## src/sv/qrs_pkg.sv

```systemverilog
// ----------------------------------------------------------------------------
// qrs_pkg: shared types and constants of the quadratic root solver
// Payload structs, root kind codes, fixed-point widths and the state that
// travels along the square-root and divider cell chains.
// ----------------------------------------------------------------------------
`default_nettype none

package qrs_pkg;

	// Coefficient and root formats
	localparam int CW     = 16;            // coefficient width, Q8.8
	localparam int RW     = 32;            // root width, Q16.16
	localparam int CFR    = CW / 2;        // coefficient fraction bits
	localparam int RFR    = RW / 2;        // root fraction bits
	localparam int UP_SH  = RFR - CFR;     // coefficient to root scale

	// Discriminant
	localparam int PROD_W = 2 * CW;        // one coefficient product
	localparam int DISC_W = PROD_W + 3;    // b*b - 4*a*c, exact
	localparam int DMAG_W = DISC_W - 1;    // |disc|

	// Square root chain: one result bit per cell
	localparam int SQ_STEPS = (DMAG_W + 2 * UP_SH + 1) / 2;
	localparam int RAD_W    = 2 * SQ_STEPS;
	localparam int ROOT_W   = SQ_STEPS;
	localparam int SREM_W   = ROOT_W + 3;

	// Divider chain: one quotient bit per cell
	localparam int NUM_W  = 36;            // signed numerator
	localparam int NQ_W   = NUM_W - 1;     // numerator magnitude / quotient
	localparam int DEN_W  = CW + 1;        // divisor magnitude
	localparam int DREM_W = CW;            // partial remainder

	localparam logic [NQ_W-1:0] POS_LIM = NQ_W'((64'd1 << (RW - 1)) - 64'd1);
	localparam logic [NQ_W-1:0] NEG_LIM = NQ_W'(64'd1 << (RW - 1));

	typedef enum logic [2:0] {
		KIND_LINEAR     = 3'd0,
		KIND_EQUAL      = 3'd1,
		KIND_DISTINCT   = 3'd2,
		KIND_COMPLEX    = 3'd3,
		KIND_DEGENERATE = 3'd4
	} kind_t;

	typedef struct packed {
		logic signed [CW-1:0] coef_a;
		logic signed [CW-1:0] coef_b;
		logic signed [CW-1:0] coef_c;
	} coef_t;

	typedef struct packed {
		kind_t                root_kind;
		logic signed [RW-1:0] first_value;
		logic signed [RW-1:0] second_value;
		logic                 clipped;
	} root_t;

	// Side data carried along the square-root cells
	typedef struct packed {
		kind_t                kind;
		logic signed [CW-1:0] a;
		logic signed [CW-1:0] b;
		logic signed [CW-1:0] c;
	} sq_side_t;

	typedef struct packed {
		logic [RAD_W-1:0]  rad;
		logic [SREM_W-1:0] rem;
		logic [ROOT_W-1:0] root;
	} sq_state_t;

	// Divider cells: one lane per root word
	typedef struct packed {
		logic [DREM_W-1:0] rem;
		logic [NQ_W-1:0]   nq;
	} dv_lane_t;

	typedef dv_lane_t [1:0] dv_pair_t;

	typedef struct packed {
		kind_t            kind;
		logic [DEN_W-1:0] den_mag;
		logic [1:0]       neg;
	} dv_side_t;

endpackage

`default_nettype wire

```

## src/sv/qrs_sqrt_cell.sv

```systemverilog
// ----------------------------------------------------------------------------
// qrs_sqrt_cell: one step of the digit-by-digit square root
// Brings down two radicand bits, tries the next root bit and registers the
// partial remainder, partial root and side data for the next cell.
// ----------------------------------------------------------------------------
`default_nettype none

module qrs_sqrt_cell (
	input  wire logic              clk,
	input  wire logic              arst_n,
	input  wire logic              en,
	input  wire logic              valid_in,
	input  wire qrs_pkg::sq_side_t side_in,
	input  wire qrs_pkg::sq_state_t st_in,
	output logic                   valid_q,
	output qrs_pkg::sq_side_t      side_q,
	output qrs_pkg::sq_state_t     st_q
);
	import qrs_pkg::*;

	logic [SREM_W-1:0] trial;
	logic [SREM_W-1:0] t;
	logic              ge;
	sq_state_t         nxt;

	always_comb begin
		t       = {st_in.rem[SREM_W-3:0], st_in.rad[RAD_W-1 -: 2]};
		trial   = {1'b0, st_in.root, 2'b01};
		ge      = (t >= trial);
		nxt.rad = {st_in.rad[RAD_W-3:0], 2'b00};
		nxt.rem = ge ? (t - trial) : t;
		nxt.root = {st_in.root[ROOT_W-2:0], ge};
	end

	always_ff @(posedge clk or negedge arst_n) begin
		if (!arst_n) begin
			valid_q <= 1'b0;
		end else if (en) begin
			valid_q <= valid_in;
		end
	end

	always_ff @(posedge clk) begin
		if (en) begin
			side_q <= side_in;
			st_q   <= nxt;
		end
	end

endmodule

`default_nettype wire

```

## config.mk

```make
export PLATFORM = sky130hd
export DESIGN_NAME = qrs_sqrt_cell
export DESIGN_NICKNAME = d
export VERILOG_FILES = /design/src/sv/qrs_pkg.sv /design/src/sv/qrs_sqrt_cell.sv
export SDC_FILE = /design/constraint.sdc
export NUM_CORES = 1
export LEC_CHECK = 0
export ABC_AREA = 1
export BUFFER_PORTS_ARGS = -buffer_cell sky130_fd_sc_hd__buf_2
export CAP_MARGIN = 20
export CORE_UTILIZATION = 35
export CTS_CLUSTER_DIAMETER = 60
export DETAILED_ROUTE_END_ITERATION = 7
export GPL_ROUTABILITY_DRIVEN = 0
export PLACE_DENSITY = 0.65
export SLEW_MARGIN = 5
export SYNTH_ARGS = -nofsm -noshare
export SYNTH_HDL_FRONTEND = slang
export SYNTH_SLANG_ARGS = --single-unit
export TNS_END_PERCENT = 20
```

## constraint.sdc

```tcl
create_clock -name clk -period 2.05 [get_ports clk]
set_clock_uncertainty 0.1 [all_clocks]
set_input_delay 0.3075 -clock clk [delete_from_list [all_inputs] [get_ports clk]]
set_output_delay 0.3075 -clock clk [all_outputs]
set_load 0.03 [all_outputs]
```

### After elaboration in Yosys (flattened, before gate mapping)

Index checks and enable logic that the tools add are counted.

* output and inout port bits: 155
* logic and storage cells: 11
* input bits: 158
* bits in registers: 153

* muxes and demuxes: 1
* $lt $le $gt $ge: 1
* add/subtract/negate cells: 1

Operator list (number)
* greater-or-equal comparator 28 x 27 -> 1 bit: 1
* 2-to-1 mux 28 bit: 1
* subtractor 28 x 27 -> 28 bit: 1

### Depth between registers and ports, before layout

Gate-level depths: netlist of the first run.

* depth after elaboration: 2
* depth in mapped cells: 15
* depth with buffers taken out: 13

### Worst setup path after synthesis of the first run

OpenSTA, ideal clock, no wires.

* kind: input -> register
* start: input st_in[7] (netlist bit)
* end: register st_q[47] (netlist bit), data pin
* stages: 15
* required time: 1.696 ns
* library setup time: 0.254 ns
* path buffers: 2
* slack: 0.052 ns
* arrival time: 1.645 ns
* cell sequence: inv_1 ha_1 nand2_1 inv_2 nand2_2 nor2_1 nand2_2 nor2_2 nor2_2 nand2_2 nor2_4 buf_6 buf_6 nand2_1 nand2_1

RTL lines
* from (decl): line qrs_sqrt_cell.sv:14 `input wire qrs_pkg::sq_state_t st_in,`
* to (signal assigned): line qrs_sqrt_cell.sv:46 `st_q <= nxt;`
* to (decl): line qrs_sqrt_cell.sv:17 `output qrs_pkg::sq_state_t st_q`

==> results of run 1 <==
[cells in the mapped netlist, drive strengths merged]
| cell | instances | area share, % |
|---|---|---|
| nand2 | 248 | 13 |
| edfxtp | 152 | 64 |
| inv | 135 | 7.1 |
| nor2 | 39 | 2.3 |
| nand3 | 37 | 2.7 |
| ha | 27 | 4.7 |
| a21oi | 14 | 1.0 |
| o21ai | 14 | 0.98 |
| xnor2 | 10 | 1.2 |
| buf | 7 | 0.77 |
| xor2 | 5 | 0.61 |
| nand3b | 4 | 0.42 |
| nand4 | 4 | 0.35 |
| nor3 | 2 | 0.14 |
| conb | 1 | 0.052 |
| dfrtp | 1 | 0.35 |
| mux2 | 1 | 0.16 |
[power by group through the flow]
stage,clock [mW],sequential [mW],combinational [mW]
global route,3.30,3.88,2.39
global placement,0,3.90,1.99
CTS,3.19,3.84,2.21
detailed placement,0,3.91,2.01
floorplan,0,4.52,0.581
finish,3.10,3.85,2.20
[area by class of cell]
cell class	instances	area, µm²	share of cell area [%]
Sequential cell	153	4590	40.6
Timing Repair Buffer	495	3310	29.2
Multi-Input combinational cell	407	2000	17.6
Inverter	135	507	4.48
Clock buffer	17	425	3.76
Tap cell	265	332	2.93
Clock inverter	14	154	1.36
Antenna cell	1	2.50	0.0221
[state kept, by name, summed over array words and instances (netlist names)]
| register | cells |
|---|---|
| st_q | 101 |
| side_q | 51 |
| valid_q | 1 |
[logic make-up after synthesis]
logic type,count (synthesis)
xor+xnor,15
compound gates,28
other cells,1
fa+ha+maj,27
simple gates,334
buf+inv,142
flops,153
mux,1
[layer usage]
| layer | track usage, % | up-vias | share of wire (%) |
|---|---|---|---|
| met4 | 8.48 | 0 | 3.1 |
| li1 | - | 3262 | - |
| met1 | 23.2 | 2959 | 39 |
| met2 | 37.9 | 216 | 51 |
| met3 | 5.07 | 39 | 6.1 |
| met5 | 0 | - | 0 |
[worst paths after layout]
kind                       cells past startpoint                 from                  end  slack [ns]
setup / recovery                              15             st_in[8]   st_q[32]$_DFFE_PP_        0.22
hold / removal                                 1            st_in[12]   st_q[13]$_DFFE_PP_        0.03
setup reg to reg                               1  valid_q$_DFFE_PN0P_  valid_q$_DFFE_PN0P_        1.21
hold reg to reg                                1  valid_q$_DFFE_PN0P_  valid_q$_DFFE_PN0P_        0.41
max in group asynchronous                      2               arst_n  valid_q$_DFFE_PN0P_        1.68
min in group asynchronous                      2               arst_n  valid_q$_DFFE_PN0P_        0.08
==> metrics.txt, run 1 <==
status finished clean; Top cell by count, worst path nand2_2; # nets final 1394; Inst Count DP 1332; largest net degree at the start of global routing 43; power consumption 9.15 mW; Mapped Avg Cell Area 10.2 µm²; via count 6476; total track usage 20.8%; final hold viol count 0; post_cts resized 0; antenna viol nets, final 0; fin. max-slew vios 0; fin util 57.4%; f_max 545 MHz; largest family of logic cells by synthesized area simple AND/OR/NAND/NOR gates; Warnings, synthesis 0; P_leak 5.61 nW; layout cell share with drive strength beyond 1 34.7%; via/cell ratio 4.36; proportion of synthesized area in mux cells 0.158%; unrepaired setup endpoints after global routing no; Worst Setup Path Type input pin to flop; hold buffer count at CTS 123; first-pass GRT wire length 32300 µm; synthesis-stage register bit count 153; Crit path max-delay family simple AND/OR/NAND/NOR gates; postcts setup bufs 0; Root Buffer clkbuf_16; Placed Area 9500 µm²; internal power 6.33 mW; Sw Pwr 2.82 mW; Max clock buf depth 2; # clock sinks 153; Initial Util 36.2%; Cells after Synth 701; Critical Path Start Type input pin; Setup Viol. Count Final 0; Final Worst Setup Slack 0.217 ns; core area 19700 µm²; Final period util 89.4%; gr ovfl total 0; Comb power frac 24.1%; die height 145 µm; H-tree levels 4; CP Capture Type flop; DR iter-0 viols 287; Die X-Extent 145 µm; clock share of power 33.9%; most common library cell in the layout ignoring fill and taps buf_2; Setup WS pre-CTS -0.200 ns; WP data arrival 1.89 ns; Clock transition at path regs 0.06 ns; hold crit path type input pin to flop; Final Cell Area 11300 µm²; final WL 21900 µm; pwr dens 809 nW/µm²; Worst-Skew Late Latency 0.42 ns; drt pass-1 iters 6; most frequent cells in the layout 307 x buf_2, 244 x nand2_1, 152 x edfxtp_1; Fill cells 1722; post-route DRC violation count 0; DP Wirelength 15800 µm; post-synthesis compound-gate area fraction 2.01%; CTS tree done; post-synthesis cell type count 26; Post-Syn Area 7140 µm²; WL/cell 14.8 µm; die area 21000 µm²; Data required, critical path 2.11 ns; Post-Synth Adder-Cell Area 4.73%; num rows 51; antenna violations before repair 1; Crit-path slowest cell ha_1; max_cap viols 0; minimum clock period 1.83 ns; CTS buffer count 17; xor and xnor area share after synthesis 1.84%; Finished Layout Cells 1487; part of the power in registers 42.0%; register area share after synthesis 64.2%; worst path bufs/invs 4; crit-path max FO 24; simple-gate share of the synthesized area 19.1%; area grow syn2layout 58.4%; Max IR drop VDD 0.551 mV; worst-path cell chain buf_2 -> inv_1 -> ha_1 -> nand2_1 -> inv_2 -> nand2_2 -> nor2_1 -> nand2_2 -> nor2_2 -> nor2_2 -> nand2_2 -> nor2_4 -> buf_12 -> nand2_1 -> o21ai_0; switch share 30.8%; PortBufs 308; Critical Path Max Stage Delay 0.34 ns; vias in the first global route 6341; IO Pins 313; setup_tns 0 ns; Hold Slack 0.0298 ns
No activity file was read; power rests on OpenSTA's default activity.
==> inputs of run 2 (changes only) <==
--- a/config.mk
+++ b/config.mk
@@ -8,6 +8,7 @@
 export ABC_AREA = 1
 export BUFFER_PORTS_ARGS = -buffer_cell sky130_fd_sc_hd__buf_2
 export CAP_MARGIN = 20
+export CORE_MARGIN = 4
 export CORE_UTILIZATION = 35
 export CTS_CLUSTER_DIAMETER = 60
 export DETAILED_ROUTE_END_ITERATION = 7
==> run 2 against run 1 <==
  * Non-clock buffer count increased by 7
  * Cell count grew 0.54%
  * Setup slack is essentially flat
  * Sequential share of layout area down 0.18 points
  * Sequential cell count unchanged
  * Via count increased by 1.3%
  * Final area up 0.45%
  * Hold slack worse by 0.0054 ns
  * Critical endpoint is now st_q[36]$_DFFE_PP_
==> metrics.txt, run 2 (synthesis gave the netlist of run 1 again) <==
via/cell ratio 4.39 (+0.74%); layout cell share with drive strength beyond 1 35.0% (+0.26 points); Clock transition at path regs 0.06 ns (about the same); gr ovfl total 0 (unchanged); Register Area 4590 µm² (unchanged); H-tree levels 4 (unchanged); Crit-path slowest cell ha_1; Initial Util 36.1% (-0.12 points); R2R depth 1 (unchanged); Stages on worst setup path 14 (-1); CTS tree done; core area 19800 µm² (+0.32%); RR Startpoint valid_q$_DFFE_PN0P_; die height 151 µm (+4.1%); antenna viol nets, final 0 (unchanged); hold crit path type input pin to flop; area grow syn2layout 59.1%; r2r setup slk 1.21 ns (about the same); # nets final 1401 (+0.50%); largest net degree at the start of global routing 39 (-9.3%); clock share of power 33.6% (-0.3 points); fin util 57.5% (+0.074 points); max_cap viols 0 (unchanged); top flop regs st_q (101), side_q (51), valid_q (1); drt pass-1 iters 5 (-1); worst path bufs/invs 5 (+1); die area 22800 µm² (+8.5%); Worst-Skew Late Latency 0.42 ns (about the same); PortBufs 308 (unchanged); num rows 51 (unchanged); Die X-Extent 151 µm (+4.1%); switch share 31.8% (+0.99 points); unrepaired setup endpoints after global routing no; max reg flops 101 (unchanged); antenna violations before repair 2 (+1); final WL 23500 µm (+7.3%); most common library cell in the layout ignoring fill and taps buf_2; hold depth 1 (unchanged); Biggest register st_q; internal power 6.25 mW (-1.3%); most frequent cells in the layout 307 x buf_2, 244 x nand2_1, 152 x edfxtp_1; Worst Setup Path Type input pin to flop; Max clock buf depth 2 (unchanged); minimum clock period 1.83 ns (-0.0000100 ns); fin. max-slew vios 0 (unchanged); vias in the first global route 6604 (+4.1%); Root Buffer clkbuf_16; Final period util 89.4% (about the same); Data required, critical path 2.11 ns (about the same); Placed Area 9550 µm² (+0.47%); hold_sp st_in[10]; CTS buffer count 17 (unchanged); footprint of the multi-input gates 2000 µm² (unchanged); Fill cells 1704 (-1.0%); via count 6559 (+1.3%); Setup Viol. Count Final 0 (unchanged); Top cell by count, worst path nand2_1; Critical Path Max Stage Delay 0.35 ns (about the same); post_cts resized 0 (unchanged); # clock sinks 153 (unchanged); DR iter-0 viols 270 (-5.9%); Max IR drop VDD 0.529 mV (-4.0%); total track usage 20.1% (-0.70 points); P_leak 5.65 nW (+0.59%); pwr dens 806 nW/µm² (-0.35%); CP Capture Type flop; WL/cell 15.7 µm (+6.7%); crit-path max FO 28 (+17%); Sw Pwr 2.91 mW (+3.3%); Comb power frac 24.4% (+0.3 points); final hold viol count 0 (unchanged); reg-to-reg critical path endpoint valid_q$_DFFE_PN0P_; IO Pins 313 (unchanged); part of the power in registers 42.0% (about the same); Crit path max-delay family simple AND/OR/NAND/NOR gates; Critical Path Start Type input pin; f_max 545 MHz (about the same); DP Wirelength 16800 µm (+6.4%); worst-path cell chain buf_2 -> inv_1 -> ha_1 -> nand2_1 -> inv_1 -> nand2_1 -> nand2_1 -> inv_1 -> nand2_1 -> nand2_1 -> nand2_2 -> nor2_4 -> buf_12 -> o21ai_0; postcts setup bufs 0 (unchanged); status finished clean; post-route DRC violation count 0 (unchanged); WHS Endpoint st_q[11]$_DFFE_PP_; first-pass GRT wire length 34700 µm (+7.6%); Final Cell Area 11400 µm² (+0.45%); WP data arrival 1.89 ns (about the same)
-- run 2: changes by cell type in the layout (fill, tap and decap cells not counted), sizes merged --
| cell | before | now |
|---|---|---|
| dlygate4sd3 | 123 | 124 |
| inv | 143 | 145 |
| clkinvlp | 2 | 1 |
| clkinv | 3 | 4 |
| buf | 372 | 378 |
| bufinv | 1 | 0 |
-- run 2: metal layers --
| metal | part of all wire (%) | up-vias | track usage [%] |
|---|---|---|---|
| met1 | 37 | 2975 | 21.9 |
| met2 | 52 | 261 | 37.5 |
| met3 | 8.0 | 46 | 5.03 |
| li1 | - | 3275 | - |
| met5 | 0.055 | - | 0 |
| met4 | 2.8 | 2 | 7.34 |
-- run 2: layout make-up --
| class | count | share of cell area [%] |
|---|---|---|
| Clock inverter | 15 | 1.32 |
| Tap cell | 265 | 2.92 |
| Timing Repair Buffer | 502 | 29.6 |
| Antenna cell | 1 | 0.0220 |
| Multi-Input combinational cell | 407 | 17.6 |
| Inverter | 135 | 4.46 |
| Clock buffer | 17 | 3.74 |
| Sequential cell | 153 | 40.4 |
-- run 2: through the flow --
stage,power (mW),instances,setup TNS (ns),hold WS (ns),setup WS (ns)
final,9.16,1495,0,0.0244,0.217
after global routing,9.61,1495,0,0.00522,0.00462
after CTS,9.23,1494,0,0.00109,0.239
after detailed placement,5.94,1338,-4.46,-0.0166,-0.196
after global placement,5.92,1338,-4.06,-0.0170,-0.200
after floorplan,5.10,702,0,-0.0881,0.0516
-- run 2: power by group through the flow --
stage                     combinational, mW  clock, mW  sequential (mW)
after CTS                              2.24       3.15             3.84
after detailed placement               2.04          0             3.91
after global placement                 2.02          0             3.90
after floorplan                       0.581          0             4.52
final                                  2.23       3.08             3.85
after global routing                   2.42       3.31             3.88
-- run 2: timing repair --
| item | 4_1_cts | 5_1_grt |
|---|---|---|
| endpoints found under the setup margin | 0 | 0 |
| hold buffers | 124 | 0 |
| endpoints found under the hold margin | 124 | 0 |
-- run 2: worst max-delay path by stage --
| stage | end | start |
|---|---|---|
| 6_report | st_q[36]$_DFFE_PP_ | st_in[17] |
| 5_1_grt | st_q[51]$_DFFE_PP_ | st_in[4] |
| 4_1_cts | st_q[36]$_DFFE_PP_ | st_in[17] |
| 3_5_place_dp | st_q[36]$_DFFE_PP_ | st_in[17] |
| 3_3_place_gp | st_q[42]$_DFFE_PP_ | st_in[5] |
| 2_1_floorplan | st_q[47]$_DFFE_PP_ | st_in[7] |
