[config.mk]
export PLATFORM = sky130hd
export DESIGN_NAME = qrs_div_cell
export DESIGN_NICKNAME = d
export VERILOG_FILES = /design/src/sv/qrs_pkg.sv /design/src/sv/qrs_div_cell.sv
export SDC_FILE = /design/constraint.sdc
export NUM_CORES = 1
export LEC_CHECK = 0
export ABC_AREA = 1
export BUFFER_PORTS_ARGS = -buffer_cell sky130_fd_sc_hd__buf_2
export CELL_PAD_IN_SITES_DETAIL_PLACEMENT = 0
export CELL_PAD_IN_SITES_GLOBAL_PLACEMENT = 1
export CORE_UTILIZATION = 39
export CTS_CLUSTER_DIAMETER = 60
export DETAILED_ROUTE_END_ITERATION = 10
export PLACE_DENSITY_LB_ADDON = 0.1
export REMOVE_ABC_BUFFERS = 1
export SKIP_LAST_GASP = 1
export SYNTH_ARGS = -nofsm -noshare
export SYNTH_HDL_FRONTEND = slang
export SYNTH_SLANG_ARGS = --single-unit
[constraint.sdc]
create_clock -name clk -period 2 [get_ports clk]
set_clock_uncertainty 0.05 [all_clocks]
set_input_delay 0.4 -clock clk [delete_from_list [all_inputs] [get_ports clk]]
set_output_delay 0.4 -clock clk [all_outputs]
set_load 0.005 [all_outputs]
[src/sv/qrs_pkg.sv]
// ----------------------------------------------------------------------------
// qrs_pkg: shared types and constants of the quadratic root solver
// Payload structs, root kind codes, fixed-point widths and the state that
// travels along the square-root and divider cell chains.
// ----------------------------------------------------------------------------
`default_nettype none

package qrs_pkg;

	// Coefficient and root formats
	localparam int CW     = 16;            // coefficient width, Q8.8
	localparam int RW     = 32;            // root width, Q16.16
	localparam int CFR    = CW / 2;        // coefficient fraction bits
	localparam int RFR    = RW / 2;        // root fraction bits
	localparam int UP_SH  = RFR - CFR;     // coefficient to root scale

	// Discriminant
	localparam int PROD_W = 2 * CW;        // one coefficient product
	localparam int DISC_W = PROD_W + 3;    // b*b - 4*a*c, exact
	localparam int DMAG_W = DISC_W - 1;    // |disc|

	// Square root chain: one result bit per cell
	localparam int SQ_STEPS = (DMAG_W + 2 * UP_SH + 1) / 2;
	localparam int RAD_W    = 2 * SQ_STEPS;
	localparam int ROOT_W   = SQ_STEPS;
	localparam int SREM_W   = ROOT_W + 3;

	// Divider chain: one quotient bit per cell
	localparam int NUM_W  = 36;            // signed numerator
	localparam int NQ_W   = NUM_W - 1;     // numerator magnitude / quotient
	localparam int DEN_W  = CW + 1;        // divisor magnitude
	localparam int DREM_W = CW;            // partial remainder

	localparam logic [NQ_W-1:0] POS_LIM = NQ_W'((64'd1 << (RW - 1)) - 64'd1);
	localparam logic [NQ_W-1:0] NEG_LIM = NQ_W'(64'd1 << (RW - 1));

	typedef enum logic [2:0] {
		KIND_LINEAR     = 3'd0,
		KIND_EQUAL      = 3'd1,
		KIND_DISTINCT   = 3'd2,
		KIND_COMPLEX    = 3'd3,
		KIND_DEGENERATE = 3'd4
	} kind_t;

	typedef struct packed {
		logic signed [CW-1:0] coef_a;
		logic signed [CW-1:0] coef_b;
		logic signed [CW-1:0] coef_c;
	} coef_t;

	typedef struct packed {
		kind_t                root_kind;
		logic signed [RW-1:0] first_value;
		logic signed [RW-1:0] second_value;
		logic                 clipped;
	} root_t;

	// Side data carried along the square-root cells
	typedef struct packed {
		kind_t                kind;
		logic signed [CW-1:0] a;
		logic signed [CW-1:0] b;
		logic signed [CW-1:0] c;
	} sq_side_t;

	typedef struct packed {
		logic [RAD_W-1:0]  rad;
		logic [SREM_W-1:0] rem;
		logic [ROOT_W-1:0] root;
	} sq_state_t;

	// Divider cells: one lane per root word
	typedef struct packed {
		logic [DREM_W-1:0] rem;
		logic [NQ_W-1:0]   nq;
	} dv_lane_t;

	typedef dv_lane_t [1:0] dv_pair_t;

	typedef struct packed {
		kind_t            kind;
		logic [DEN_W-1:0] den_mag;
		logic [1:0]       neg;
	} dv_side_t;

endpackage

`default_nettype wire

[src/sv/qrs_div_cell.sv]
// ----------------------------------------------------------------------------
// qrs_div_cell: one step of restoring division on both root lanes
// Shifts one numerator bit into each partial remainder, subtracts the
// divisor where it fits and shifts the quotient bit in at the bottom.
// ----------------------------------------------------------------------------
`default_nettype none

module qrs_div_cell (
	input  wire logic              clk,
	input  wire logic              arst_n,
	input  wire logic              en,
	input  wire logic              valid_in,
	input  wire qrs_pkg::dv_side_t side_in,
	input  wire qrs_pkg::dv_pair_t pair_in,
	output logic                   valid_q,
	output qrs_pkg::dv_side_t      side_q,
	output qrs_pkg::dv_pair_t      pair_q
);
	import qrs_pkg::*;

	dv_pair_t nxt;

	always_comb begin
		logic [DEN_W-1:0] t;
		logic             ge;
		for (int k = 0; k < 2; k++) begin
			t  = {pair_in[k].rem, pair_in[k].nq[NQ_W-1]};
			ge = (t >= side_in.den_mag);
			nxt[k].rem = ge ? DREM_W'(t - side_in.den_mag) : t[DREM_W-1:0];
			nxt[k].nq  = {pair_in[k].nq[NQ_W-2:0], ge};
		end
	end

	always_ff @(posedge clk or negedge arst_n) begin
		if (!arst_n) begin
			valid_q <= 1'b0;
		end else if (en) begin
			valid_q <= valid_in;
		end
	end

	always_ff @(posedge clk) begin
		if (en) begin
			side_q <= side_in;
			pair_q <= nxt;
		end
	end

endmodule

`default_nettype wire

# Word-level counts from Yosys, hierarchy flattened
# Cells that the tools add are included.
[word_totals] reg_bits=125 in_bits=128
[op_classes] addsub=2 muxes=2 n_lt_le_gt_ge=2
[op_table] op="greater-or-equal comparator 17 bit" n=2
[op_table] op="two-way mux 16 bit" n=2
[op_table] op="subtractor 16 bit" n=2

# Longest topological paths before layout
# Gate-level depths: netlist (run 1).
[logic_depth] word_depth=2 mapped_depth=14

# Worst setup path before layout (run 1)
# OpenSTA, ideal clock, no wires.
[synth_timing] path_kind="input -> register" start="input pair_in[34] in the netlist's numbering" end="register pair_q[43] in the netlist's numbering, data pin" path_stages=10 n_path_buf=0 setup_slack_ns=-0.021 arrival_ns=1.718 cell_sequence="inv_1 ha_1 fa_1 inv_1 nand3_1 nand3_1 a21oi_1 or2_2 nand3_1 nand2_1"
[synth_rtl] element="from (decl)" line_no="qrs_div_cell.sv:14" text="input wire qrs_pkg::dv_pair_t pair_in,"
[synth_rtl] element="to (signal assigned)" line_no="qrs_div_cell.sv:45" text="pair_q <= nxt;"
[synth_rtl] element="to (decl)" line_no="qrs_div_cell.sv:17" text="output qrs_pkg::dv_pair_t pair_q"

==> results by group, run 1 <==
Run status
  • Result of the run: completed

Place
  • Placer Congestion: 0.831
  • Pre-CTS WS: -241 ps
  • Number of I/O port buffers: approximately 250
  • Post-placement cell count: around 1200
  • Detail Placement HPWL: ~15 mm

Critical path
  • Critical path start-end classification: primary input to flip-flop
  • Type of origin of the critical path: primary input
  • Data arrival time of the worst path: approximately 2000 ps
  • Worst setup path startpoint: side_in[16]
  • Highest-delay cell along the critical path: sky130_fd_sc_hd__ha_1
  • Biggest fanout along the worst timing path: 19
  • Critical register-to-register path startpoint: valid_q
  • Critical Path Max Stage Delay: approximately 330 ps
  • Critical Path End Type: flip-flop
  • Critical path, cell by cell: buf_2 -> inv_1 -> ha_1 -> a21oi_1 -> nor2_1 -> nor2_1 -> nand2_1 -> nor2_4 -> nand2_4 -> nand2_1 -> o21ai_0
  • Data required time at the worst endpoint: around 2100 ps

Logic synthesis
  • Commonest cells post-synth: sky130_fd_sc_hd__nand2_1 (220), sky130_fd_sc_hd__edfxtp_1 (124), sky130_fd_sc_hd__inv_1 (101)
  • Post-synthesis share of cell area spent on xor and xnor gates: between 1.5 and 2%
  • EDFF count, synth: 124
  • Mapped Area: around 6400 um2
  • Area share of the largest cell type after synthesis: around 59%
  • Top post-synthesis cells by area: sky130_fd_sc_hd__edfxtp_1 (59%), sky130_fd_sc_hd__nand2_1 (13%), sky130_fd_sc_hd__ha_1 (6.7%)
  • Cell count after synthesis: roughly 640
  • Synthesized-area fraction occupied by ao, oa, aoi and oai cells: under 10%
  • Async set or reset register ratio after synthesis: 0.800%
  • Synthesized area divided by synthesized cell count: slightly below 10 um2
  • Most frequent cell after synthesis: sky130_fd_sc_hd__nand2_1
  • Share of cell area taken by muxes after synthesis: less than 1%
  • Synth Area in Adders: around 7.3%
  • Area fraction in and, or, nand and nor cells after synthesis: 22.9%
  • Count of warnings emitted by yosys: 0
  • Largest family of logic cells by synthesized area: simple AND/OR/NAND/NOR gates
  • Flop and latch count out of synthesis: about 130
  • Share of the yosys chip area belonging to registers: 58.9%
  • Library cell occupying the most area in the post-synthesis netlist: sky130_fd_sc_hd__edfxtp_1
  • Number of distinct library cell variants in the gate-level netlist after synthesis: 29
  • Dominant register cell in the synthesized netlist: sky130_fd_sc_hd__edfxtp_1

Drt
  • Total Routed Length: about 19 mm
  • Drt via density: between 4 and 5
  • Vias after detailed routing: between 5000 and 6000
  • DRC violation count after routing: 0
  • Pre-antenna DRT Iters: 4
  • Wire per inst: about 15 um
  • Number of violations reported at the end of detailed-routing iteration 0: approximately 280
  • Routed Antenna Nets: 0

Finish
  • Final instance count without filler cells: about 1200
  • Area delta synth->final: 46.0%
  • Count of nets after finishing: roughly 1200
  • Number of fill cells in the layout: ~1400
  • Ratio of cells with drive above 1 in the final layout: roughly two fifths

STA
  • Final hold viol count: 0
  • Worst slew pin tran: around 360 ps
  • Final WS setup: 135 ps
  • Final critical-path share of the clock period: roughly 93%
  • Unrepaired setup endpoints after global routing: no
  • Min cycle time layout: around 1900 ps
  • FMAX: between 500 and 600 MHz
  • Endpoints failing setup: 0
  • Worst slew margin relative to its limit: about three quarters
  • Max-slew violation count: 0

Power and ir drop
  • Leakage: 0.00477 uW
  • Total power density per cell area: slightly below 900 nW/um2
  • Worst vdd ir: around 0.56 mV

Clocking
  • Total CTS buffers: 17
  • Clock input transition at the sequential cells of the worst setup and hold paths: 60 ps
  • Num Clock Sinks: around 130
  • Number of buffers on the longest clock path: 2
  • Clock network latency to the later pin of the worst-skew pair: 420 ps
  • TritonCTS clock tree: built
  • Cell chosen for the clock root: sky130_fd_sc_hd__clkbuf_16
  • Count of cells resized by post-cts repair: 0
  • Depth of the CTS H-tree: 4

Die
  • Placeable core region: around 16000 um2
  • Ports: between 200 and 300
  • Chip Height: between 100 and 150 um
  • Effective utilization at floorplan: 40.0%
  • Total Die Area: ~17000 um2
  • Number of cell rows: 46
  • Chip width: 130 um

GRT
  • Maximum number of pins on one net before global-route repair: 45
  • Met2 Track Usage GR: ~40%
  • Via count of the first global-routing pass: between 5000 and 6000
  • Met1 usage in global routing: between 20% and 30%
  • Remaining global-route overflow: 0
  • Most crowded layer after global routing: met2
  • Wire length of the first global-routing pass: between 20 and 30 mm
  • GR Util All Layers: between 20% and 30%
  • Met3 track demand over resource: between 5 and 6%
  • Initial antenna violation count: 1

Run
  • Reported max-cap violation count: 0

Hold path
  • Source of the worst hold timing path: pair_in[26]
  • Type of the tightest min-delay check: primary input to flip-flop
[routing by layer]
| layer | routed length (um) | part of all wire (%) |
|---|---|---|
| met1 | 7920 | 42 |
| met2 | 9490 | 50 |
| met3 | 1110 | 5.9 |
| met4 | 377 | 2.0 |
| met5 | 0 | 0 |
[registers in the layout, summed over array words and instances, names as in the netlist]
register and cells:
pair_q 102, side_q 22, valid_q 1
[critical path: cells and delay by family]
kind / cells / cell delay (ps)
fa+ha+maj: 1 / 330
buf+inv: 2 / 150
simple gates: 6 / 720
compound gates: 2 / 340
[layout by cell type (no fill, tap or decap), types with 4 or more instances in the layout]
master                      count
sky130_fd_sc_hd__nor3_1         5
sky130_fd_sc_hd__edfxtp_1     124
sky130_fd_sc_hd__nand3_2        6
sky130_fd_sc_hd__a21oi_1       18
sky130_fd_sc_hd__xor2_1        10
sky130_fd_sc_hd__clkbuf_16     17
sky130_fd_sc_hd__nand4_1       11
sky130_fd_sc_hd__buf_4         96
sky130_fd_sc_hd__ha_1          34
sky130_fd_sc_hd__inv_1        101
sky130_fd_sc_hd__bufinv_16      5
sky130_fd_sc_hd__nor2_1        30
sky130_fd_sc_hd__o21ai_0        4
sky130_fd_sc_hd__buf_2        251
sky130_fd_sc_hd__nand2_1      220
sky130_fd_sc_hd__nand3_1       44
sky130_fd_sc_hd__clkinv_4       4
sky130_fd_sc_hd__inv_6          4
sky130_fd_sc_hd__nand3b_1       8
[kinds of logic (layout without fill, tap and decap cells)]
family          after synthesis  in the layout
simple gates                335            335
flops                       125            125
buf+inv                     108            485
fa+ha+maj                    36             36
compound gates               25             25
xor+xnor                     12             12
mux                           1              1
other cells                   0              1
[metrics by stage]
| stage | total power (uW) | utilization [%] | setup TNS (ps) | hold slack, ps | cell area (um2) |
|---|---|---|---|---|---|
| after global routing | 8660 | 58.4 | 0 | 81.9 | 9280 |
| after global placement | 4840 | 54.2 | -6850 | 127 | 8610 |
| after floorplan | 3960 | - | -604 | 54.4 | 6300 |
| after CTS | 8380 | 58.4 | 0 | 85.2 | 9280 |
| after detailed placement | 4860 | 54.2 | -6620 | 136 | 8610 |
| final | 8280 | 58.4 | 0 | 99.5 | 9280 |
[final timing paths]
check / endpoint / slack (ps) / depth (start not counted)
min: pair_q[27] / 100 / 1
min reg2reg: valid_q / 510 / 1
max in group asynchronous: valid_q / 1560 / 2
max: pair_q[86] / 130 / 11
min in group asynchronous: valid_q / 240 / 2
max reg2reg: valid_q / 1170 / 1
[power breakdown]
group	internal [uW]	switching, uW	total [uW]
combinational	721	833	1550
clock	2240	1230	3480
sequential	3180	62.3	3250
[layout make-up]
class                      instances  area, um2  area share [%]
clock inverter                    14        231            2.49
timing repair buffer             351       2050            22.1
sequential                       125       3750            40.4
clock buffer                      18        429            4.62
multi-input combinational        409       2170            23.4
antenna                            1       2.50          0.0270
inverter                         102        383            4.12
tap                              216        270            2.91
[what timing repair did]
action                                  in CTS  in global routing
hold endpoints to repair                     1                  0
endpoints found under the setup margin       0                  0
hold buffers                                 1                  0
setup buffers                                0                  0
Note: power is estimated with default switching activity, not from simulation.
==> run 2: changes to the inputs <==
--- a/config.mk
+++ b/config.mk
@@ -6,14 +6,16 @@
 export NUM_CORES = 1
 export LEC_CHECK = 0
 export ABC_AREA = 1
-export BUFFER_PORTS_ARGS = -buffer_cell sky130_fd_sc_hd__buf_2
 export CELL_PAD_IN_SITES_DETAIL_PLACEMENT = 0
 export CELL_PAD_IN_SITES_GLOBAL_PLACEMENT = 1
-export CORE_UTILIZATION = 39
+export CORE_UTILIZATION = 51
 export CTS_CLUSTER_DIAMETER = 60
 export DETAILED_ROUTE_END_ITERATION = 10
+export DONT_BUFFER_PORTS = 1
+export GPL_ROUTABILITY_DRIVEN = 0
 export PLACE_DENSITY_LB_ADDON = 0.1
 export REMOVE_ABC_BUFFERS = 1
+export SETUP_SLACK_MARGIN = 0.3
 export SKIP_LAST_GASP = 1
 export SYNTH_ARGS = -nofsm -noshare
 export SYNTH_HDL_FRONTEND = slang
==> results by group, run 2 (same netlist as run 1, synthesis figures left out) <==
Critical path
  • Data arrival time of the worst path: 1830 ps (was 1970 ps)
  • Critical register-to-register path startpoint: valid_q (unchanged)
  • Critical path start-end classification: primary input to flip-flop (unchanged)
  • Critical Path End Type: flip-flop (unchanged)
  • Biggest fanout along the worst timing path: 7 (was 19)
  • Data required time at the worst endpoint: 2110 ps (was 2100 ps)
  • Worst setup path startpoint: side_in[4] (was side_in[16])
  • Type of origin of the critical path: primary input (unchanged)
  • Setup slack of the worst register-to-register path: 1170 ps (about the same)

Die
  • Chip width: 114 um (was 130 um)
  • Chip Height: 114 um (was 130 um)
  • Effective utilization at floorplan: 52.7% (was 40.0%)
  • Number of cell rows: 40 (was 46)
  • Ports: 253 (unchanged)
  • Placeable core region: 12100 um2 (was 15900 um2)
  • Total Die Area: 12900 um2 (was 16800 um2)

Clocking
  • Num Clock Sinks: 125 (unchanged)
  • TritonCTS clock tree: built (unchanged)
  • Number of buffers on the longest clock path: 2 (unchanged)
  • Depth of the CTS H-tree: 4 (unchanged)
  • Total CTS buffers: 17 (unchanged)
  • Clock network latency to the later pin of the worst-skew pair: 420 ps (about the same)
  • Cell chosen for the clock root: sky130_fd_sc_hd__clkbuf_16 (unchanged)
  • Clock input transition at the sequential cells of the worst setup and hold paths: 60 ps (about the same)

STA
  • Max-slew violation count: 0 (unchanged)
  • Unrepaired setup endpoints after global routing: yes (was no)
  • FMAX: 582 MHz (was 536 MHz)
  • Min cycle time layout: 1720 ps (was 1870 ps)
  • Final hold viol count: 0 (unchanged)
  • Endpoints failing setup: 0 (unchanged)
  • Worst slew margin relative to its limit: 80.4% (was 76.0%)
  • Worst slew pin tran: 293 ps (was 361 ps)
  • Aggregate negative setup slack: 0 ps (unchanged)
  • Final critical-path share of the clock period: 85.9% (was 93.3%)

Drt
  • DRC violation count after routing: 0 (unchanged)
  • Wire per inst: 18.6 um (was 15.3 um)
  • Pre-antenna DRT Iters: 5 (was 4)
  • Number of violations reported at the end of detailed-routing iteration 0: 276 (was 277)
  • Vias after detailed routing: 4646 (was 5585)
  • Total Routed Length: 16.9 mm (was 18.9 mm)
  • Routed Antenna Nets: 0 (unchanged)
  • Drt via density: 5.11 (was 4.52)

Place
  • Number of I/O port buffers: 0 (was 252)
  • Detail Placement HPWL: 12.5 mm (was 15.1 mm)

Finish
  • Number of fill cells in the layout: 952 (was 1432)
  • Largest regs: pair_q x102, side_q x22, valid_q x1 (unchanged)
  • Count of nets after finishing: 893 (was 1170)
  • # diodes: 0 (was 1)
  • Largest register by flop count: pair_q (unchanged)
  • Area delta synth->final: 29.6% (was 46.0%)
  • Flip-flop count of the largest register, all copies and words added: 102 (unchanged)
  • Highest-count cells in the layout ignoring fill and taps: sky130_fd_sc_hd__nand2_1 (208), sky130_fd_sc_hd__edfxtp_1 (124), sky130_fd_sc_hd__inv_1 (93) (was sky130_fd_sc_hd__buf_2 (251), sky130_fd_sc_hd__nand2_1 (220), sky130_fd_sc_hd__edfxtp_1 (124))
  • Ratio of cells with drive above 1 in the final layout: 25.5% (was 39.0%)
  • Most common cell after layout, fill and taps aside: sky130_fd_sc_hd__nand2_1 (was sky130_fd_sc_hd__buf_2)

Hold path
  • Type of the tightest min-delay check: primary input to flip-flop (unchanged)
  • Source of the worst hold timing path: side_in[14] (was pair_in[26])

Run
  • Reported max-cap violation count: 0 (unchanged)

GRT
  • Maximum number of pins on one net before global-route repair: 126 (was 45)
  • Via count of the first global-routing pass: 4427 (was 5532)
  • Initial antenna violation count: 0 (was 1)
  • Remaining global-route overflow: 0 (unchanged)
  • GR Util All Layers: 25.3% (was 22.8%)
  • Wire length of the first global-routing pass: 24.0 mm (was 28.3 mm)

Power and ir drop
  • Worst vdd ir: 0.616 mV (was 0.557 mV)
  • Leakage: 0.00362 uW (was 0.00477 uW)
  • Total power density per cell area: 940 nW/um2 (was 892 nW/um2)
  • Final Power: 7740 uW (was 8280 uW)

Run status
  • Result of the run: completed (unchanged)
run 2: metal layers:
| metal | wire (um) | up-vias | track usage (%) |
|---|---|---|---|
| met1 | 6530 | 2145 | 28.3 |
| met2 | 8760 | 187 | 45.1 |
| met3 | 1290 | 25 | 8.87 |
| li1 | - | 2289 | - |
| met5 | 0 | - | 0 |
| met4 | 345 | 0 | 8.33 |
run 2: area by class of cell:
| type | instances | area [um2] | area share (%) |
|---|---|---|---|
| Tap cell | 168 | 210 | 2.55 |
| Clock buffer | 20 | 467 | 5.66 |
| Multi-Input combinational cell | 410 | 2640 | 32.0 |
| Inverter | 102 | 418 | 5.07 |
| Clock inverter | 12 | 158 | 1.91 |
| Timing Repair Buffer | 73 | 599 | 7.27 |
| Sequential cell | 125 | 3750 | 45.5 |
run 2: per-stage QoR:
stage               hold slack [ps]  utilization, %  area, um2  setup WS, ps  std cells
floorplan                      54.4               -       6300         -46.0        636
global placement               54.5            58.2       7020          -236        872
detailed placement             54.5            58.2       7020          -221        872
CTS                            7.62            63.5       7660           317        905
global route                   6.21            68.3       8240           200        910
finish                         21.3            68.3       8240           283        910
run 2: worst paths after layout:
kind / end / cells past startpoint
max in group asynchronous: valid_q / 1
setup reg to reg: valid_q / 1
hold / removal: side_q[14] / 0
min in group asynchronous: valid_q / 1
setup / recovery: pair_q[35] / 10
hold reg to reg: valid_q / 1
run 2: report_power, final:
group          leakage [uW]  internal (uW)  switching [uW]
combinational       0.00210            559             651
sequential          0.00122           3200             145
clock              0.000299           2060            1130
run 2: worst max-delay path: stages:
cell,delay (ps)
sky130_fd_sc_hd__clkinvlp_4,110
sky130_fd_sc_hd__ha_4,320
sky130_fd_sc_hd__nand2_1,120
sky130_fd_sc_hd__nor2_1,180
sky130_fd_sc_hd__nand4_1,140
sky130_fd_sc_hd__nor2_2,130
sky130_fd_sc_hd__nor2_2,60
sky130_fd_sc_hd__nand2_4,130
sky130_fd_sc_hd__clkbuf_16,180
sky130_fd_sc_hd__o21ai_2,60
run 2: timing repair:
item | 4_1_cts | 5_1_grt
endpoints found under the hold margin | 1 | 0
cloned | 0 | 2
hold buffers | 1 | 0
gates resized for setup | 3 | 86
setup endpoints to repair | 2 | 34
pin swaps | 0 | 27
buffers inserted | 0 | 3
==> run 3: changes to the inputs <==
--- a/config.mk
+++ b/config.mk
@@ -6,14 +6,12 @@
 export NUM_CORES = 1
 export LEC_CHECK = 0
 export ABC_AREA = 1
-export CELL_PAD_IN_SITES_DETAIL_PLACEMENT = 0
-export CELL_PAD_IN_SITES_GLOBAL_PLACEMENT = 1
-export CORE_UTILIZATION = 51
+export CORE_UTILIZATION = 65
 export CTS_CLUSTER_DIAMETER = 60
 export DETAILED_ROUTE_END_ITERATION = 10
 export DONT_BUFFER_PORTS = 1
 export GPL_ROUTABILITY_DRIVEN = 0
-export PLACE_DENSITY_LB_ADDON = 0.1
+export PLACE_DENSITY = 0.81
 export REMOVE_ABC_BUFFERS = 1
 export SETUP_SLACK_MARGIN = 0.3
 export SKIP_LAST_GASP = 1
==> results by group, run 3 <==
Die
  • Chip width: 101 um (was 114 um)
  • Number of cell rows: 35 (was 40)
  • Ports: 253 (unchanged)
  • Effective utilization at floorplan: 67.9% (was 52.7%)
  • Chip Height: 101 um (was 114 um)

GRT
  • GR Util All Layers: 66.2%
  • Maximum number of pins on one net before global-route repair: between 100 and 150
  • Remaining global-route overflow: 6

Logic synthesis
  • Area share of the largest cell type after synthesis: 58.5% (unchanged)
  • Flop and latch count out of synthesis: 125 (unchanged)
  • Synth Area in Adders: 7.32% (unchanged)
  • Largest family of logic cells by synthesized area: simple AND/OR/NAND/NOR gates (unchanged)
  • Share of cell area taken by muxes after synthesis: 0.177% (unchanged)
  • Commonest cells post-synth: sky130_fd_sc_hd__nand2_1 (220), sky130_fd_sc_hd__edfxtp_1 (124), sky130_fd_sc_hd__inv_1 (101) (unchanged)
  • Post-synthesis share of cell area spent on xor and xnor gates: 1.65% (unchanged)
  • Count of warnings emitted by yosys: 0 (unchanged)
  • Async set or reset register ratio after synthesis: 0.800% (unchanged)
  • Cell count after synthesis: 642 (unchanged)
  • Number of distinct library cell variants in the gate-level netlist after synthesis: 29 (unchanged)
  • Synthesized area divided by synthesized cell count: 9.91 um2 (unchanged)
  • Mapped Area: 6360 um2 (unchanged)
  • Library cell occupying the most area in the post-synthesis netlist: sky130_fd_sc_hd__edfxtp_1 (unchanged)
  • EDFF count, synth: 124 (unchanged)
  • Most frequent cell after synthesis: sky130_fd_sc_hd__nand2_1 (unchanged)
  • Top post-synthesis cells by area: sky130_fd_sc_hd__edfxtp_1 (59%), sky130_fd_sc_hd__nand2_1 (13%), sky130_fd_sc_hd__ha_1 (6.7%) (unchanged)
  • Area fraction in and, or, nand and nor cells after synthesis: 22.9% (unchanged)
  • Share of the yosys chip area belonging to registers: 58.9% (unchanged)
  • Synthesized-area fraction occupied by ao, oa, aoi and oai cells: 2.09% (unchanged)
  • Dominant register cell in the synthesized netlist: sky130_fd_sc_hd__edfxtp_1 (unchanged)

Place
  • Detail Placement HPWL: 13.1 mm (was 12.5 mm)
  • Number of I/O port buffers: 0 (unchanged)

Run status
  • Stopped at: global routing
  • Result of the run: aborted with a tool error (was completed)
  • Error that halted the flow: [ERROR GRT-0232] Routing congestion too high. Check the congestion heatmap in the GUI.

Clocking
  • Total CTS buffers: 17 (unchanged)
  • Cell chosen for the clock root: sky130_fd_sc_hd__clkbuf_8 (was sky130_fd_sc_hd__clkbuf_16)
  • Num Clock Sinks: 125 (unchanged)
  • Number of buffers on the longest clock path: 2 (unchanged)
  • Count of cells resized by post-cts repair: 0 (was 3)
  • Depth of the CTS H-tree: 4 (unchanged)

STA
  • Worst Endpoint after GRT Repair: pair_q[49]$_DFFE_PP_/D
  • Worst_ep kind: sequential cell input
## run 3: cell counts after synthesis
Identical to the previous run, type by type.
## run 3: logic make-up after synthesis
kind of cell | count (synthesis)
XOR/XNOR | 12
AND/OR/NAND/NOR | 335
multiplexers | 1
adder cells (fa/ha/maj) | 36
flip-flops | 125
AO/OA/AOI/OAI | 25
buffers and inverters | 108
## run 3: routing by layer
metal / overflow / track usage (%)
met1: 0 / 67.9
met2: 4 / 87.4
met3: 0 / 43.9
met4: 2 / 65.8
met5: 0 / 8.72
## run 3: through the flow
step | cell area (um2) | cells | worst slack, ps | hold WS [ps] | util [%]
floorplan | 6300 | 636 | -46.0 | 54.4 | -
global placement | 6910 | 821 | -36.9 | 54.6 | 73.7
detailed placement | 6910 | 821 | -165 | 54.6 | 73.7
CTS | 8430 | 945 | 349 | -66.5 | 90.0
## run 3: what timing repair did
| item | 4_1_cts |
|---|---|
| hold buffers | 92 |
| buffers inserted | 0 |
| hold endpoints to repair | 216 |
==> run 4: changes to the inputs <==
--- a/config.mk
+++ b/config.mk
@@ -6,14 +6,12 @@
 export NUM_CORES = 1
 export LEC_CHECK = 0
 export ABC_AREA = 1
-export CORE_UTILIZATION = 65
-export CTS_CLUSTER_DIAMETER = 60
+export CORE_UTILIZATION = 40
 export DETAILED_ROUTE_END_ITERATION = 10
 export DONT_BUFFER_PORTS = 1
 export GPL_ROUTABILITY_DRIVEN = 0
-export PLACE_DENSITY = 0.81
+export PLACE_DENSITY_LB_ADDON = 0.15
 export REMOVE_ABC_BUFFERS = 1
-export SETUP_SLACK_MARGIN = 0.3
 export SKIP_LAST_GASP = 1
 export SYNTH_ARGS = -nofsm -noshare
 export SYNTH_HDL_FRONTEND = slang
==> results by group, run 4 (same netlist as run 1, synthesis figures left out) <==
Finish
  • Largest regs: pair_q x102, side_q x22, valid_q x1
  • Count of nets after finishing: roughly 900
  • # diodes: 0
  • Highest-count cells in the layout ignoring fill and taps: sky130_fd_sc_hd__nand2_1 (220), sky130_fd_sc_hd__edfxtp_1 (124), sky130_fd_sc_hd__inv_1 (101)
  • Most common cell after layout, fill and taps aside: sky130_fd_sc_hd__nand2_1
  • Area delta synth->final: 23.3%
  • Ratio of cells with drive above 1 in the final layout: between 10% and 20%
  • Flip-flop count of the largest register, all copies and words added: about 100
  • Largest register by flop count: pair_q

Clocking
  • Num Clock Sinks: 125 (unchanged)
  • Number of buffers on the longest clock path: 2 (unchanged)
  • Clock input transition at the sequential cells of the worst setup and hold paths: 60 ps
  • Total CTS buffers: 17 (unchanged)
  • Clock network latency to the later pin of the worst-skew pair: between 400 and 500 ps
  • Depth of the CTS H-tree: 4 (unchanged)
  • TritonCTS clock tree: built
  • Cell chosen for the clock root: sky130_fd_sc_hd__clkbuf_16 (was sky130_fd_sc_hd__clkbuf_8)
  • Postcts setup bufs: 0 (unchanged)

STA
  • Worst slew margin relative to its limit: about four fifths
  • WHS: roughly 22 ps
  • Worst slew pin tran: between 300 and 400 ps
  • Min cycle time layout: ~1700 ps
  • Final critical-path share of the clock period: between 80% and 90%
  • Final hold viol count: 0
  • FMAX: just under 600 MHz
  • Unrepaired setup endpoints after global routing: no
  • Endpoints failing setup: 0
  • Max-slew violation count: 0

Hold path
  • Type of the tightest min-delay check: primary input to flip-flop

Drt
  • Number of violations reported at the end of detailed-routing iteration 0: 240
  • Routed Antenna Nets: 0
  • Vias after detailed routing: around 4600
  • Total Routed Length: between 15 and 20 mm
  • Pre-antenna DRT Iters: 5
  • Wire per inst: ~17 um
  • Drt via density: about 4.8
  • DRC violation count after routing: 0

GRT
  • Maximum number of pins on one net before global-route repair: 126
  • Remaining global-route overflow: 0
  • GR Util All Layers: approximately 20%
  • Via count of the first global-routing pass: 4598
  • Initial antenna violation count: 0
  • Wire length of the first global-routing pass: 24.5 mm

Die
  • Chip width: 128 um (was 101 um)
  • Number of cell rows: 45 (was 35)
  • Effective utilization at floorplan: 41.4% (was 67.9%)
  • Ports: 253 (unchanged)
  • Total Die Area: approximately 16000 um2
  • Chip Height: 128 um (was 101 um)
  • Placeable core region: between 15000 and 20000 um2

Power and ir drop
  • Total power density per cell area: 997 nW/um2
  • Leakage: between 0.003 and 0.004 uW
  • Worst vdd ir: approximately 0.57 mV
  • Final Power: 7820 uW

Critical path
  • Biggest fanout along the worst timing path: 3
  • Type of origin of the critical path: primary input
  • Setup slack of the worst register-to-register path: about 1200 ps
  • Worst reg2reg path depth: 1
  • Critical register-to-register path startpoint: valid_q
  • Critical Path End Type: flip-flop
  • Data arrival time of the worst path: 1840 ps
  • Worst setup path startpoint: pair_in[34]
  • Critical path start-end classification: primary input to flip-flop
  • Worst flop-to-flop path endpoint: valid_q
  • Data required time at the worst endpoint: roughly 2100 ps
  • End point of the critical path: pair_q[43]

Run status
  • Result of the run: completed (was aborted with a tool error)

Place
  • Detail Placement HPWL: 13.1 mm (about the same)
  • Number of I/O port buffers: 0 (unchanged)

Run
  • Reported max-cap violation count: 0
run 4: repair_timing:
action	4_1_cts	5_1_grt
endpoints found under the setup margin	0	0
hold buffers	1	0
resized for setup	0	0
endpoints found under the hold margin	1	0
run 4: layout make-up:
| type | count | area (um2) |
|---|---|---|
| fill | 1358 | 7530 |
| clock buffer | 17 | 425 |
| clock inverter | 15 | 234 |
| sequential | 125 | 3750 |
| timing repair buffer | 82 | 618 |
| inverter | 102 | 383 |
| tap | 211 | 264 |
| multi-input combinational | 409 | 2170 |
run 4: worst min-delay path by stage:
stage	startpoint	endpoint	slack, ps	depth (start not counted)
final	side_in[4]	side_q[4]	20	0
after global routing	side_in[4]	side_q[4]	10	0
after CTS	side_in[4]	side_q[4]	10	0
after detailed placement	arst_n	valid_q	50	0
after global placement	arst_n	valid_q	50	0
after floorplan	arst_n	valid_q	50	0
run 4: worst max-delay path: stages:
cell and delay (ps):
sky130_fd_sc_hd__inv_1 40, sky130_fd_sc_hd__ha_1 210, sky130_fd_sc_hd__fa_1 380, sky130_fd_sc_hd__inv_1 90, sky130_fd_sc_hd__nand3_1 70, sky130_fd_sc_hd__nand3_1 130, sky130_fd_sc_hd__a21oi_1 100, sky130_fd_sc_hd__or2_2 280
sky130_fd_sc_hd__nand3_1 80, sky130_fd_sc_hd__nand2_1 50
run 4: power breakdown:
group	switching [uW]	total, uW	internal (uW)	leakage [uW]
Combinational	576	1030	458	0.00213
Sequential	149	3340	3200	0.00122
Clock	1200	3440	2240	0.000324
run 4: metal layers:
layer / part of all wire (%) / global-route usage [%] / vias to the layer above
met1: 37 / 20.6 / 2035
met4: 3.3 / 10.4 / 0
met3: 9.4 / 8.43 / 29
met2: 50 / 35.8 / 200
li1: - / - / 2310
met5: 0 / 0 / -
run 4: metrics by stage:
step / setup WS, ps / cells / setup TNS (ps) / utilization [%] / instance area (um2)
after floorplan: -46.0 / 636 / -604 / - / 6300
after global placement: -129 / 928 / -2250 / 46.7 / 7170
after detailed placement: -153 / 928 / -2500 / 46.7 / 7170
after CTS: 283 / 961 / 0 / 51.0 / 7840
after global routing: 146 / 961 / 0 / 51.0 / 7840
final: 275 / 961 / 0 / 51.0 / 7840
